[config.mk]
export PLATFORM = sky130hd
export DESIGN_NAME = qmp_mul
export DESIGN_NICKNAME = d
export VERILOG_FILES = /design/src/hdl/qmp_pkg.sv /design/src/hdl/qmp_mul.sv
export SDC_FILE = /design/constraint.sdc
export NUM_CORES = 2
export LEC_CHECK = 0
export ABC_AREA = 1
export ABC_CLOCK_PERIOD_IN_PS = 24400
export BUFFER_PORTS_ARGS = -buffer_cell sky130_fd_sc_hd__clkbuf_2
export CORE_UTILIZATION = 70
export DETAILED_ROUTE_END_ITERATION = 16
export PLACE_DENSITY = 0.88
export SYNTH_ARGS = -nofsm -noshare
export SYNTH_HDL_FRONTEND = slang
export SYNTH_SLANG_ARGS = --single-unit
[constraint.sdc]
create_clock -name clk -period 24.4 [get_ports clk]
set_input_delay 4.88 -clock clk [delete_from_list [all_inputs] [get_ports clk]]
set_output_delay 4.88 -clock clk [all_outputs]
set_load 0.02 [all_outputs]
[src/hdl/qmp_pkg.sv]
`default_nettype none
package qmp_pkg;

  localparam int VALUE_W       = 32;
  localparam int FRAC_BITS     = 24;
  localparam int CORDIC_STAGES = 24;
  localparam int ANG_BITS      = 60;
  localparam int COEF_BITS     = 28;
  localparam int STORE_DEPTH   = 22;
  localparam int RESULT_COUNT  = 13;
  localparam int WIDEN_SHIFT   = ANG_BITS - 2 * FRAC_BITS - 1;
  localparam int STAGE_W       = $clog2(CORDIC_STAGES);

  localparam logic [1:0] CFG_SAMPLE_TIME = 2'd0;
  localparam logic [1:0] CFG_ADD_NOISE   = 2'd1;

  localparam logic [23:0] SAMPLE_TIME_RST = 24'd1677722;

  typedef struct packed {
    logic [4:0]         component_index;
    logic signed [31:0] component_value;
    logic               last_component;
  } comp_in_t;

  typedef struct packed {
    logic [3:0]         result_index;
    logic signed [31:0] result_value;
    logic               result_last;
  } comp_out_t;

  typedef logic signed [63:0] angle_tab_t [CORDIC_STAGES];

  // Coefficient selects for the quaternion product terms.
  localparam logic [1:0] SEL_COS = 2'd0;
  localparam logic [1:0] SEL_SX  = 2'd1;
  localparam logic [1:0] SEL_SY  = 2'd2;
  localparam logic [1:0] SEL_SZ  = 2'd3;

  // Each term is {coefficient select, negate, quaternion component}, four terms per row.
  localparam logic [4:0] QTERM [16] = '{
    {SEL_COS, 1'b0, 2'd0}, {SEL_SX, 1'b1, 2'd1}, {SEL_SY, 1'b1, 2'd2}, {SEL_SZ, 1'b1, 2'd3},
    {SEL_COS, 1'b0, 2'd1}, {SEL_SX, 1'b0, 2'd0}, {SEL_SZ, 1'b1, 2'd2}, {SEL_SY, 1'b0, 2'd3},
    {SEL_COS, 1'b0, 2'd2}, {SEL_SY, 1'b0, 2'd0}, {SEL_SZ, 1'b0, 2'd1}, {SEL_SX, 1'b1, 2'd3},
    {SEL_COS, 1'b0, 2'd3}, {SEL_SZ, 1'b0, 2'd0}, {SEL_SY, 1'b1, 2'd1}, {SEL_SX, 1'b0, 2'd2}
  };

  function automatic logic [127:0] udiv_const(input logic [127:0] num, input logic [127:0] den);
    logic [127:0] rem;
    logic [127:0] quo;
    rem = '0;
    quo = '0;
    for (int i = 127; i >= 0; i--) begin
      rem = {rem[126:0], num[i]};
      if (rem >= den) begin
        rem    = rem - den;
        quo[i] = 1'b1;
      end
    end
    return quo;
  endfunction

  function automatic logic signed [63:0] atan_recip(input logic [63:0] n);
    logic [127:0]       p;
    logic [127:0]       t;
    logic signed [63:0] sum;
    p   = udiv_const(128'd1 << ANG_BITS, {64'd0, n});
    sum = '0;
    for (int k = 0; k < 64; k++) begin
      if (p != '0) begin
        t = udiv_const(p, 128'(2 * k + 1));
        if (k[0]) begin
          sum = sum - $signed(t[63:0]);
        end else begin
          sum = sum + $signed(t[63:0]);
        end
        p = udiv_const(udiv_const(p, {64'd0, n}), {64'd0, n});
      end
    end
    return sum;
  endfunction

  function automatic angle_tab_t make_angles();
    angle_tab_t tab;
    for (int i = 0; i < CORDIC_STAGES; i++) begin
      if (i == 0) begin
        tab[i] = atan_recip(64'd2) + atan_recip(64'd3);
      end else begin
        tab[i] = atan_recip(64'd1 << i);
      end
    end
    return tab;
  endfunction

  function automatic logic signed [63:0] cordic_x0();
    logic [127:0] g;
    logic [127:0] q;
    g = 128'd1 << ANG_BITS;
    for (int i = 0; i < CORDIC_STAGES; i++) begin
      if (2 * i < 64) begin
        g = g + (g >> (2 * i));
      end
    end
    q = udiv_const(128'd1 << (2 * ANG_BITS), g);
    return $signed(q[63:0]);
  endfunction

  function automatic logic signed [63:0] pi_scaled();
    logic signed [63:0] a;
    a = atan_recip(64'd2) + atan_recip(64'd3);
    return (a <<< 2) >>> WIDEN_SHIFT;
  endfunction

  localparam angle_tab_t         CORDIC_ANGLE = make_angles();
  localparam logic signed [63:0] CORDIC_X0    = cordic_x0();
  localparam logic signed [63:0] PI_A         = pi_scaled();
  localparam logic signed [63:0] TWO_PI_A     = PI_A <<< 1;

  localparam logic signed [69:0] SAT_HI = 70'sd2147483647;
  localparam logic signed [69:0] SAT_LO = -70'sd2147483648;

  function automatic logic signed [31:0] sat32(input logic signed [69:0] x);
    logic signed [31:0] r;
    if (x > SAT_HI) begin
      r = 32'h7FFFFFFF;
    end else if (x < SAT_LO) begin
      r = 32'h80000000;
    end else begin
      r = x[31:0];
    end
    return r;
  endfunction

endpackage
`default_nettype wire

[src/hdl/qmp_mul.sv]
`default_nettype none
module qmp_mul import qmp_pkg::*; (
  input  wire logic               clk,
  input  wire logic signed [35:0] a,
  input  wire logic signed [32:0] b,
  output logic      signed [68:0] p_r
);

  always_ff @(posedge clk) begin
    p_r <= 69'(a) * 69'(b);
  end

endmodule
`default_nettype wire

==> results.cfg <==
[synth]
syn_nets = 7509
synth.most_common_cell = inv_1
synth_area_um2 = 46550
synth.top_cells.by_area = fa_1, inv_1, nand2_1
synth-edff-count = 0
syn_avg_cell_area_um2 = 7.787
synth_common_cells = inv_1, nand2_1, fa_1
synth_top_area_share = 0.5324
synth_warnings = 0
synth_cell_type_count = 36
async_flop_share = 0
syn_inst = 5978
yosysTopAreaCell = fa_1
ys_seq_area_frac = 0.02968
synth_seq_cells = 69
synth-main-ff-cell = dfxtp_1

[critical_path]
cp_data_required_time_ns = 24.63
worst-setup-path-type = primary input to register
worstPathArrival_ns = 12.85
critical_path.slowest_cell = fa_1
cp_common_cell = fa_1
startpoint_type = primary input
crit_family = adder cells
worst_setup_path_end_kind = register
worst-path-max-fanout = 36
worst-path-stages = 25
path_buf_inv = 8
critPathMaxStageDelay_ns = 0.80

[cells_and_area]
nets = 7407
drive_gt1_frac = 0.04846
final_util = 0.7273
reg_top3 = p_r x69
largest_reg_flops = 69
largest-register = p_r
area_growth_pct = 2.731

[worst_hold_path]
hold_end = p_r[0]$_DFF_P_
worstHoldStart = b[0]
hold_class = primary input to register
hold_depth = 4

[sta]
worstMarginPinSlew_ns = 1.245
hold_viol_final = 0
layout_min_cycle_time_ns = 12.62
slew_viol_final = 0
finalSetupViolCount = 0
fmax_ghz = 0.07924
tns_ns = 0
slew_headroom = 0.1703
rsz0062_at_grt = no
finalCritPeriodShare = 0.5172

[floorplanning]
core-area_um2 = 65750
rows = 94
die_h_um = 259.9
boundaryPins = 139
initial_core_util = 0.7080
die_w_um = 259.9
die-area_um2 = 67530

[clock_tree]
cts_sinks = 69
h-tree-depth = 3
hold_buffers = 0
clkSlewWorstSetupHoldPaths_ns = 0.06
cts_root_buf = clkbuf_16
cts_tree = built
cts_resized = 0
cts_made_buffers = 9
cts_setup_buffers = 0
cts_max_path_buffers = 2

[grt]
antenna_found_initial = 3
overflow = 0
grt_use_total = 0.4169
grt_first_pass_wirelength_um = 214900
grt_pass1_vias = 42450
grt_max_degree = 38

[placement]
portBuffers = 138
dp_hpwl_um = 105800
gp_congestion = 1.019

[route]
avgRoutedWirePerCell_um = 19.43
drt_iter0_drc = 3284
dr.pass1.iters = 8
ant_nets = 0
via_per_inst = 5.517
drc_errors = 0
wirelength_um = 131100
via_count = 37220

[run]
drv_cap = 0

[run_status]
outcome = complete, no violations
-- kinds of logic after synthesis --
family,synth area share
flops,0.02967
simple gates,0.1692
buf+inv,0.1891
compound gates,0.01116
xor+xnor,0.008467
fa+ha+maj,0.5924
-- metal layers --
layer / GRT usage / wire length [um] / part of all wire
met1: 0.4624 / 41790 / 0.32
met2: 0.7083 / 64000 / 0.49
met3: 0.09776 / 14080 / 0.11
met4: 0.2936 / 11190 / 0.085
met5: 0 / 11 / 0.000084
-- worst max-delay path by stage --
stage	startpoint	end	slack (ns)
CTS	b[6]	p_r[65]$_DFF_P_	11.83
finish	b[6]	p_r[65]$_DFF_P_	11.78
global route	b[6]	p_r[65]$_DFF_P_	11.34
global placement	b[6]	p_r[65]$_DFF_P_	11.71
detailed placement	b[6]	p_r[65]$_DFF_P_	11.48
floorplan	b[1]	p_r[68]$_DFF_P_	12.71
-- final cells by class --
cell class                      instances  area [um2]
Antenna cell                            2       5.005
Clock buffer                            9       225.2
Clock inverter                          7       121.4
Fill cell                            4718       17930
Inverter                             2070        7770
Multi-Input combinational cell       3564       36360
Sequential cell                        69        1381
Tap cell                              864        1081
Timing Repair Buffer                  162       870.8
-- stage by stage --
step | setup WS, ns | cells | hold WS (ns) | cell area (um2)
after global placement | 11.71 | 6729 | 5.294 | 47470
after detailed placement | 11.48 | 6729 | 5.294 | 47470
after CTS | 11.83 | 6745 | 5.118 | 47810
after global routing | 11.34 | 6747 | 5.132 | 47820
after floorplan | 12.71 | 5978 | 5.195 | 46550
final | 11.78 | 6747 | 5.139 | 47820
-- placed cells by master (no fill, tap or decap), drive strengths merged, types with 3 or more instances in the layout --
master     n
ha       223
fa      1238
o21bai    11
nand4     17
bufinv     3
or2        7
clkinv     5
a21oi     61
buf       24
dfxtp     69
nand3     77
clkbuf   147
inv     2069
nand3b     3
xnor2      7
o21ai     21
nor3      14
nand2   1703
xor2      38
nor2     136
Power is not shown: default switching activity piles up to over one toggle a cycle in this logic, so the estimate is an artifact.
